[src/hw/rtl/assert_macros.svh]
// ---------------------------------------------------------------------------
// Assertion macros shared by the RTL files.
// Every macro samples on clk and is disabled while arst_n is low.
// ---------------------------------------------------------------------------
`ifndef ASSERT_MACROS_SVH
`define ASSERT_MACROS_SVH

// A property that must hold at every rising edge of clk outside reset.
`define ASSERT_ALWAYS(label, prop, msg) \
	label: assert property (@(posedge clk) disable iff (!arst_n) (prop)) else $error(msg);

// When the antecedent holds, the consequent must hold in the same cycle.
`define ASSERT_IMPLY(label, ante, cons, msg) \
	label: assert property (@(posedge clk) disable iff (!arst_n) (ante) |-> (cons)) \
		else $error(msg);

`endif

[src/hw/rtl/mak_pkg.sv]
// ---------------------------------------------------------------------------
// mak_pkg
// Types, codes and reset values of the master attach and keepalive block.
// ---------------------------------------------------------------------------
package mak_pkg;

	localparam int AddrW    = 16;
	localparam int CodeW    = 8;
	localparam int WinW     = 8;
	localparam int MissW    = 4;
	localparam int KindW    = 2;
	localparam int CfgIdxW  = 3;
	localparam int CfgDataW = 16;

	// Byte-padded stream payload widths.
	localparam int InDataW  = 24;
	localparam int OutDataW = 40;

	// Kinds of packet the node asks to send.
	localparam logic [KindW-1:0] KIND_NONE     = 2'd0;
	localparam logic [KindW-1:0] KIND_ANNOUNCE = 2'd1;
	localparam logic [KindW-1:0] KIND_ROUTES   = 2'd2;
	localparam logic [KindW-1:0] KIND_PONG     = 2'd3;

	// Configuration register indexes.
	localparam logic [CfgIdxW-1:0] REG_WINDOW_TICKS     = 3'd0;
	localparam logic [CfgIdxW-1:0] REG_RETRY_LIMIT      = 3'd1;
	localparam logic [CfgIdxW-1:0] REG_CODE_IM_MASTER   = 3'd2;
	localparam logic [CfgIdxW-1:0] REG_CODE_PING        = 3'd3;
	localparam logic [CfgIdxW-1:0] REG_CODE_PING_ROUTES = 3'd4;
	localparam logic [CfgIdxW-1:0] REG_ANNOUNCE_ADDR    = 3'd5;

	// Register reset values.
	localparam logic [WinW-1:0]  RST_WINDOW_TICKS     = 8'd10;
	localparam logic [MissW-1:0] RST_RETRY_LIMIT      = 4'd3;
	localparam logic [CodeW-1:0] RST_CODE_IM_MASTER   = 8'd1;
	localparam logic [CodeW-1:0] RST_CODE_PING        = 8'd2;
	localparam logic [CodeW-1:0] RST_CODE_PING_ROUTES = 8'd3;
	localparam logic [AddrW-1:0] RST_ANNOUNCE_ADDR    = 16'hffff;

	// Command codes of an input transaction.
	localparam logic CMD_TICK  = 1'b0;
	localparam logic CMD_FRAME = 1'b1;

	typedef struct packed {
		logic [WinW-1:0]  window_ticks;
		logic [MissW-1:0] retry_limit;
		logic [CodeW-1:0] code_im_master;
		logic [CodeW-1:0] code_ping;
		logic [CodeW-1:0] code_ping_routes;
		logic [AddrW-1:0] announce_addr;
	} cfg_t;

	typedef struct packed {
		logic [KindW-1:0] send_kind;
		logic [AddrW-1:0] dest_address;
		logic             master_known;
		logic [AddrW-1:0] master_now;
	} result_t;

endpackage

[src/hw/rtl/mak_core.sv]
// ---------------------------------------------------------------------------
// mak_core
// Attach and keepalive state with its next-state logic. The state moves on
// when step is high; result describes that step.
// ---------------------------------------------------------------------------
module mak_core
	import mak_pkg::*;
(
	input  logic             clk,
	input  logic             arst_n,
	input  logic             step,
	input  logic             command,
	input  logic [AddrW-1:0] src_address,
	input  logic [CodeW-1:0] packet_type,
	input  cfg_t             cfg,
	output result_t          result
);

	logic [AddrW-1:0] master_q;
	logic             pending_q;
	logic [WinW-1:0]  win_q;
	logic [MissW-1:0] miss_q;

	logic [AddrW-1:0] master_d;
	logic             pending_d;
	logic [WinW-1:0]  win_d;
	logic [MissW-1:0] miss_d;

	logic [WinW-1:0]  wlen;
	logic [MissW-1:0] rlim;
	logic [WinW-1:0]  win_inc;
	logic [MissW-1:0] miss_inc;
	logic             announce;
	logic [KindW-1:0] kind;
	logic [AddrW-1:0] dest;

	// A zero window length or retry limit behaves like one.
	assign wlen     = (cfg.window_ticks == '0) ? WinW'(1) : cfg.window_ticks;
	assign rlim     = (cfg.retry_limit == '0) ? MissW'(1) : cfg.retry_limit;
	assign win_inc  = win_q + WinW'(1);
	assign miss_inc = miss_q + MissW'(1);

	always_comb begin
		master_d  = master_q;
		pending_d = pending_q;
		win_d     = win_q;
		miss_d    = miss_q;
		announce  = 1'b0;
		kind      = KIND_NONE;
		dest      = '0;
		if (master_q == '0 && pending_q) begin
			announce = 1'b1;
		end else if (master_q == '0) begin
			if (command == CMD_TICK) begin
				win_d = win_inc;
				if (win_inc >= wlen) begin
					announce = 1'b1;
				end
			end else if (packet_type == cfg.code_im_master) begin
				if (src_address != '0) begin
					master_d = src_address;
					kind     = KIND_ROUTES;
					dest     = src_address;
					win_d    = '0;
					miss_d   = '0;
				end else begin
					announce = 1'b1;
				end
			end
		end else begin
			if (command == CMD_TICK) begin
				win_d = win_inc;
				if (win_inc >= wlen) begin
					win_d  = '0;
					miss_d = miss_inc;
					if (miss_inc >= rlim) begin
						master_d = '0;
						announce = 1'b1;
					end
				end
			end else if (src_address == master_q) begin
				// A plain ping wins when both ping codes are the same.
				if (packet_type == cfg.code_ping) begin
					kind   = KIND_PONG;
					dest   = src_address;
					win_d  = '0;
					miss_d = '0;
				end else if (packet_type == cfg.code_ping_routes) begin
					win_d  = '0;
					miss_d = '0;
				end
			end
		end
		if (announce) begin
			kind      = KIND_ANNOUNCE;
			dest      = cfg.announce_addr;
			win_d     = '0;
			miss_d    = '0;
			pending_d = 1'b0;
		end
	end

	always_ff @(posedge clk or negedge arst_n) begin
		if (!arst_n) begin
			master_q  <= '0;
			pending_q <= 1'b1;
			win_q     <= '0;
			miss_q    <= '0;
		end else if (step) begin
			master_q  <= master_d;
			pending_q <= pending_d;
			win_q     <= win_d;
			miss_q    <= miss_d;
		end
	end

	assign result.send_kind    = kind;
	assign result.dest_address = dest;
	assign result.master_known = (master_d != '0);
	assign result.master_now   = master_d;

endmodule

[src/hw/rtl/master_attach_keepalive_fsm_top.sv]
// ---------------------------------------------------------------------------
// master_attach_keepalive_fsm_top
// Node-side attach and keepalive machine: ticks and received frames in, one
// send request with the current master status out for every input.
// ---------------------------------------------------------------------------
//  channel  | direction | tdata (low bit up)                  | tuser
//  ---------+-----------+-------------------------------------+-----------
//  s_axis   | in        | src_address[15:0], packet_type[7:0] | command
//  m_axis   | out       | dest_address, master_known,         | send_kind
//           |           | master_now, 7 zero bits             |
//  cfg      | in        | write enable, index, 16-bit data    | -
//
// One transaction enters per cycle while s_tready is high. It is held in
// an input register, goes through the next-state logic and moves to the
// result register once that is empty or being read, then is offered on m_axis.
// s_tready drops only while both registers are full and m_tready is low.
// Reset clears the attach state; the first input after reset sends the
// announce. Configuration registers reset to their documented defaults.
// ---------------------------------------------------------------------------
module master_attach_keepalive_fsm_top
	import mak_pkg::*;
(
	input  logic                clk,
	input  logic                arst_n,
	input  logic                s_tvalid,
	output logic                s_tready,
	input  logic [InDataW-1:0]  s_tdata,   // src_address[15:0], packet_type[23:16]
	input  logic                s_tuser,   // command[0]
	output logic                m_tvalid,
	input  logic                m_tready,
	output logic [OutDataW-1:0] m_tdata,   // dest[15:0], known[16], now[32:17], 0
	output logic [KindW-1:0]    m_tuser,   // send_kind[1:0]
	input  logic                cfg_we,
	input  logic [CfgIdxW-1:0]  cfg_index,
	input  logic [CfgDataW-1:0] cfg_data
);

`include "assert_macros.svh"

	cfg_t cfg_q;

	logic             valid_s1;
	logic             command_s1;
	logic [AddrW-1:0] src_s1;
	logic [CodeW-1:0] ptype_s1;

	logic    out_valid_q;
	result_t out_q;
	result_t result;
	logic    advance;
	logic    step;

	assign advance  = !out_valid_q || m_tready;
	assign s_tready = !valid_s1 || advance;
	assign step     = valid_s1 && advance;

	always_ff @(posedge clk or negedge arst_n) begin
		if (!arst_n) begin
			cfg_q.window_ticks     <= RST_WINDOW_TICKS;
			cfg_q.retry_limit      <= RST_RETRY_LIMIT;
			cfg_q.code_im_master   <= RST_CODE_IM_MASTER;
			cfg_q.code_ping        <= RST_CODE_PING;
			cfg_q.code_ping_routes <= RST_CODE_PING_ROUTES;
			cfg_q.announce_addr    <= RST_ANNOUNCE_ADDR;
		end else if (cfg_we) begin
			case (cfg_index)
				REG_WINDOW_TICKS:     cfg_q.window_ticks     <= cfg_data[WinW-1:0];
				REG_RETRY_LIMIT:      cfg_q.retry_limit      <= cfg_data[MissW-1:0];
				REG_CODE_IM_MASTER:   cfg_q.code_im_master   <= cfg_data[CodeW-1:0];
				REG_CODE_PING:        cfg_q.code_ping        <= cfg_data[CodeW-1:0];
				REG_CODE_PING_ROUTES: cfg_q.code_ping_routes <= cfg_data[CodeW-1:0];
				REG_ANNOUNCE_ADDR:    cfg_q.announce_addr    <= cfg_data[AddrW-1:0];
				default: ;
			endcase
		end
	end

	always_ff @(posedge clk or negedge arst_n) begin
		if (!arst_n) begin
			valid_s1    <= 1'b0;
			out_valid_q <= 1'b0;
		end else begin
			if (s_tready) begin
				valid_s1 <= s_tvalid;
			end
			if (advance) begin
				out_valid_q <= valid_s1;
			end
		end
	end

	always_ff @(posedge clk) begin
		if (s_tvalid && s_tready) begin
			command_s1 <= s_tuser;
			src_s1     <= s_tdata[AddrW-1:0];
			ptype_s1   <= s_tdata[AddrW+CodeW-1:AddrW];
		end
		if (step) begin
			out_q <= result;
		end
	end

	mak_core u_core (
		.clk         (clk),
		.arst_n      (arst_n),
		.step        (step),
		.command     (command_s1),
		.src_address (src_s1),
		.packet_type (ptype_s1),
		.cfg         (cfg_q),
		.result      (result)
	);

	assign m_tvalid = out_valid_q;
	assign m_tuser  = out_q.send_kind;
	assign m_tdata  = {(OutDataW - 2*AddrW - 1)'(0), out_q.master_now,
		out_q.master_known, out_q.dest_address};

	// A result that sends nothing carries no destination.
	`ASSERT_IMPLY(a_none_no_dest, m_tvalid && m_tuser == KIND_NONE,
		m_tdata[AddrW-1:0] == '0, "send of kind none has a destination")
	// The master flag always agrees with the master address.
	`ASSERT_IMPLY(a_known_matches, m_tvalid,
		m_tdata[AddrW] == (out_q.master_now != '0), "master flag disagrees with address")
	// Pongs and route reports are addressed to the attached master.
	`ASSERT_IMPLY(a_reply_to_master,
		m_tvalid && (m_tuser == KIND_PONG || m_tuser == KIND_ROUTES),
		out_q.dest_address == out_q.master_now && out_q.master_now != '0,
		"reply not addressed to the master")
	// Input stalls only when both stages are full and the output is held.
	`ASSERT_IMPLY(a_stall_cause, !s_tready,
		valid_s1 && out_valid_q && !m_tready, "input stalled without backpressure")

endmodule

[config.mk]
export PLATFORM = sky130hd
export DESIGN_NAME = master_attach_keepalive_fsm_top
export DESIGN_NICKNAME = d
export VERILOG_FILES = /design/src/hw/rtl/mak_pkg.sv /design/src/hw/rtl/mak_core.sv /design/src/hw/rtl/master_attach_keepalive_fsm_top.sv
export VERILOG_INCLUDE_DIRS = /design/src /design/src/hw/rtl
export SDC_FILE = /design/constraint.sdc
export NUM_CORES = 1
export LEC_CHECK = 0
export ABC_AREA = 0
export BUFFER_PORTS_ARGS = -buffer_cell sky130_fd_sc_hd__buf_4
export CELL_PAD_IN_SITES_DETAIL_PLACEMENT = 0
export CELL_PAD_IN_SITES_GLOBAL_PLACEMENT = 1
export CORE_UTILIZATION = 43
export CTS_CLUSTER_DIAMETER = 40
export DETAILED_ROUTE_END_ITERATION = 16
export PLACE_DENSITY_LB_ADDON = 0.05
export SKIP_LAST_GASP = 1
export SLEW_MARGIN = 20
export SYNTH_ARGS = -nofsm -noshare
export SYNTH_HDL_FRONTEND = slang
export SYNTH_SLANG_ARGS = --single-unit
[constraint.sdc]
create_clock -name clk -period 3.8 [get_ports clk]
set_input_delay 0.57 -clock clk [delete_from_list [all_inputs] [get_ports clk]]
set_output_delay 0.57 -clock clk [all_outputs]
set_load 0.1 [all_outputs]
Word-level counts from Yosys, hierarchy flattened:

Index checks and enable logic that the tools add are counted.

* bits in registers: 143
* output and inout bits: 44

* add/subtract/negate cells: 2
* $lt $le $gt $ge: 2
* equality and inequality tests: 17
* multiplexer cells: 58
* reduce and logical (&&, ||, !) cells: 24

Operators with widths (count)
* $mux W16: 17
* $mux W8: 12
* $mux W4: 12
* $reduce_bool A16 Y1: 2
* $eq A8 B8 Y1: 3
* $eq A16 B16 Y1: 1
* $logic_not A16 Y1: 1
* $mux W2: 7
* $reduce_and A2 Y1: 7
* $mux W1: 10
* $ne A3 B2 Y1 const B: 3
* $add A8 B1 Y8 const B: 1
* $ge A8 B8 Y1: 1
* $logic_not A8 Y1: 1
* $ne A4 B3 Y1 const B: 2
* $reduce_and A8 Y1: 1
* $eq A3 B2 Y1 const B: 2
* $eq A3 B3 Y1 const B: 2
* $reduce_and A6 Y1: 1
* $ne A5 B1 Y1 const B: 1
* $add A4 B1 Y4 const B: 1
* $ge A4 B4 Y1: 1
* $logic_not A4 Y1: 1
* $ne A4 B1 Y1 const B: 1
* other kinds (8): 12

Depth between registers and ports, before layout:

* depth in word-level cells: 10
* gate-level depth with buffers: 13

Cells and area by module:

A second synthesis with hierarchy kept.

* cell total of the unflattened synthesis: 504
* area, all modules: 6779.0 µm²

Modules (own cells, without submodules)
* master_attach_keepalive_fsm_top: times used 1, cells each 190, area an instance 3963.8 µm², sequential area each 3183.1 µm²
* mak_core: times used 1, cells each 314, area an instance 2815.2 µm², sequential area each 726.9 µm²

Worst setup path before layout:

OpenSTA, ideal clock, no wires.

* kind: reg2reg
* start: register out_valid_q, in the netlist m_tvalid
* end: register command_s1 (enable)
* setup time: 0.368 ns
* arrival: 2.705 ns
* required time: 3.432 ns
* path slack: 0.728 ns
* stages on the path, launching flop included: 3
* buffers on the path: 0
* period minus slack after synthesis: 3.072 ns
* cell sequence: dfrtp_1 -> nand3b_1 -> and2_1

* word-level cells in the longest chain between the ends: 4

RTL lines
* start: declaration: line master_attach_keepalive_fsm_top.sv:47 `logic out_valid_q;`
* start signal: assignment: line master_attach_keepalive_fsm_top.sv:87 `out_valid_q <= valid_s1;`
* $logic_not A1 Y1: line master_attach_keepalive_fsm_top.sv:53 `assign advance = !out_valid_q || m_tready;`
* $logic_or A1 B1 Y1: line master_attach_keepalive_fsm_top.sv:53
* $logic_or A1 B1 Y1: line master_attach_keepalive_fsm_top.sv:54 `assign s_tready = !valid_s1 || advance;`
* via s_tready: line master_attach_keepalive_fsm_top.sv:26 `output logic s_tready,`
* $logic_and A1 B1 Y1: line master_attach_keepalive_fsm_top.sv:93 `if (s_tvalid && s_tready) begin`
* end signal: assignment: line master_attach_keepalive_fsm_top.sv:94 `command_s1 <= s_tuser;`
* end: declaration: line master_attach_keepalive_fsm_top.sv:43 `logic command_s1;`

The timed path passes the listed nets, and every way through them passes these cells.
A chain may end at the register's enable or synchronous reset.

==> flow_summary.json <==
{
  "start_kind": "register",
  "drt_iter0_drc": 203,
  "max_stage_delay_ns": 0.48,
  "vias": 4436,
  "drt_wl_total_mm": 15.3,
  "cts_setup_buffers": 0,
  "layout_commonest_cell": "buf_4",
  "syn_avg_cell_area_um2": 13.0,
  "core_um2": 15300,
  "h-tree-depth": 4,
  "synth-seq-cells": 143,
  "start_util_pct": 44.4,
  "rsz0062_at_grt": "no",
  "syn_area_um2": 6770,
  "tritoncts": "built",
  "wl_per_cell_um": 18.2,
  "dr.pass1.iters": 4,
  "p_leak_uw": 0.00355,
  "layout_common_cells": "95 x buf_4, 60 x edfxtp_1, 58 x dfrtp_1",
  "ys_top_cells_by_area": "edfxtp_1 27%, dfrtp_1 21%, dfstp_2 9.7%, mux2_2 7.5%, xor2_1 5.4%",
  "path_buf_inv": 1,
  "path_cells": "ha_1 -> nand3_1 -> nor3_1 -> xnor2_1 -> ha_1 -> nand3_1 -> o31a_4 -> or4_4 -> a21oi_2 -> buf_4 -> mux2i_1",
  "root_buffer": "clkbuf_16",
  "ios": 93,
  "crit_type": "register to register",
  "highest_layer": "met4",
  "die_x_um": 127,
  "track_usage_pct": 20.0,
  "areaGrowthSynthToFinish_pct": 21.6,
  "timing.final.crit_share_pct": 84.6,
  "dieArea_um2": 16300,
  "synth-async-reset-ratio_pct": 58.0,
  "min_path_type": "primary input to async pin",
  "crit_arrival_ns": 3.48,
  "synth_top_area_share_pct": 26.6,
  "seq_area_frac_synth_pct": 57.8,
  "multi_input_area_um2": 2590,
  "nets": 682,
  "power.density_nw_per_um2": 602,
  "grt-ovfl-total": 0,
  "antenna_left": 0,
  "clk_path_buf_depth": 2,
  "setup_viol": 0,
  "cts_made_buffers": 17,
  "path_max_fanout": 14,
  "wirelength_met1_mm": 7.08,
  "drc": 0,
  "grt_pass1_vias": 4481,
  "regArea_um2": 3910,
  "worstPathRequired_ns": 4.06,
  "layout-drive-gt1-share_pct": 35.8,
  "met2_length_mm": 7.22,
  "synth_edf_count": 60,
  "dp_cells": 810,
  "cts_resized": 0,
  "ctsHoldBuffers": 0,
  "synth_cell_types": 65,
  "wl_met3_um": 694,
  "clkLatencyLatePin_ns": 0.42,
  "fin_util_pct": 54.0,
  "clock_skew_ns": 0.00879,
  "p_total_uw": 4950,
  "ir_worst_vdd_mv": 0.389,
  "fmax_mhz": 311,
  "netlist_instances": 519,
  "grt_pass1_wl_mm": 24.1,
  "vias_per_cell": 5.26,
  "cp-end-kind": "register",
  "drv_slew": 0,
  "period_needed_ns": 3.22,
  "grt_max_degree": 77,
  "grt_antenna_before_repair": 0,
  "worst_slew_pin_slew_ns": 1.14,
  "fin_tns_setup_ns": 0,
  "hpwl_mm": 10.8,
  "synth-main-ff-cell": "edfxtp_1",
  "clkTransAtPathRegs_ns": 0.06,
  "outcome": "completed",
  "place_congestion": 0.839,
  "numPortBuffers": 85,
  "fp.dieH_um": 127,
  "slowest_stage": "or4_4",
  "cp_top_family": "simple AND/OR/NAND/NOR gates",
  "yosys_warnings": 0,
  "diodes": 0,
  "hold_viol_final": 0,
  "maxSlewHeadroom_pct": 23.3,
  "whs_ns": 0.0256,
  "fillerInstances": 1325,
  "num_rows": 45,
  "max-cap-violations": 0,
  "cts.sinks": 143,
  "yosys.area.top_type": "edfxtp_1",
  "stdcell_count": 843
}
## worst reg2reg max path: stages (launching register included)
cell,delay [ns]
dfrtp_1,0.43
ha_1,0.26
nand3_1,0.15
nor3_1,0.20
xnor2_1,0.12
ha_1,0.30
nand3_1,0.08
o31a_4,0.38
or4_4,0.48
a21oi_2,0.18
buf_4,0.26
mux2i_1,0.22
## worst paths after layout
check | startpoint | to | slack (ns) | cells past startpoint
worst max-delay path | u_core.win_q[0] | m_tdata[11] | 0.58 | 11
worst min-delay path | arst_n | cfg_q[48] | 0.03 | 1
worst max register to register | u_core.win_q[0] | m_tdata[11] | 0.58 | 11
worst min register to register | valid_s1 | m_tvalid | 0.50 | 1
max in group asynchronous | arst_n | cfg_q[2] | 3.14 | 2
min in group clk | s_tdata[21] | ptype_s1[5] | 0.32 | 1
## cells in the mapped netlist (all sizes together), types with 3 or more instances
master,number
nand2b,7
clkbuf,4
a21oi,5
nor4,18
dfstp,25
edfxtp,60
and2,3
a22o,29
xnor2,6
o21ai,17
inv,38
nand3,11
ha,14
nand2,33
xor2,42
buf,17
dfrtp,58
nor2,10
nand4,8
nor3,8
or2,4
mux2i,17
a22oi,4
mux2,45
## logic make-up after synthesis
family / share of synthesized area [%]
AO/OA/AOI/OAI: 9.07
flip-flops: 57.8
buffers and inverters: 4.34
multiplexers: 10.0
AND/OR/NAND/NOR: 9.98
XOR/XNOR: 6.21
other: 0.0554
adder cells (fa/ha/maj): 2.59
## final cells by class
cell class | count | area share [%]
repair buffers | 96 | 9.00
inverters | 38 | 1.73
clock inverters | 11 | 1.70
well taps | 211 | 3.21
flip-flops and latches | 143 | 47.5
clock buffers | 21 | 5.35
multi-input cells | 323 | 31.5
## stage by stage
step	setup slack, ns	cell area, µm²
after floorplan	0.728	6790
after detailed placement	0.589	7620
after CTS	0.561	8210
after global routing	0.322	8230
after global placement	0.689	7620
final	0.584	8230
## routing by layer
metal / GRT usage (%) / vias to the layer above
met5: 0 / -
met1: 26.1 / 2192
met4: 9.31 / 0
li1: - / 2083
met3: 4.73 / 29
met2: 31.7 / 132
## power by group
part	internal [µW]	total, µW	leakage [µW]	switching, µW
Clock	1030	1650	0.000287	622
Sequential	1900	2050	0.00160	156
Combinational	436	1250	0.00166	814
Total	3360	4950	0.00355	1590
## registers in the layout (all words and copies together), names as in the netlist, 2 cells and up
signal and cells:
ptype_s1 8, src_s1 16, m_tdata 33, m_tuser 2, cfg_q 52, u_core.win_q 8, u_core.master_q 16, u_core.miss_q 4
Note: power is estimated with default switching activity, not from simulation.
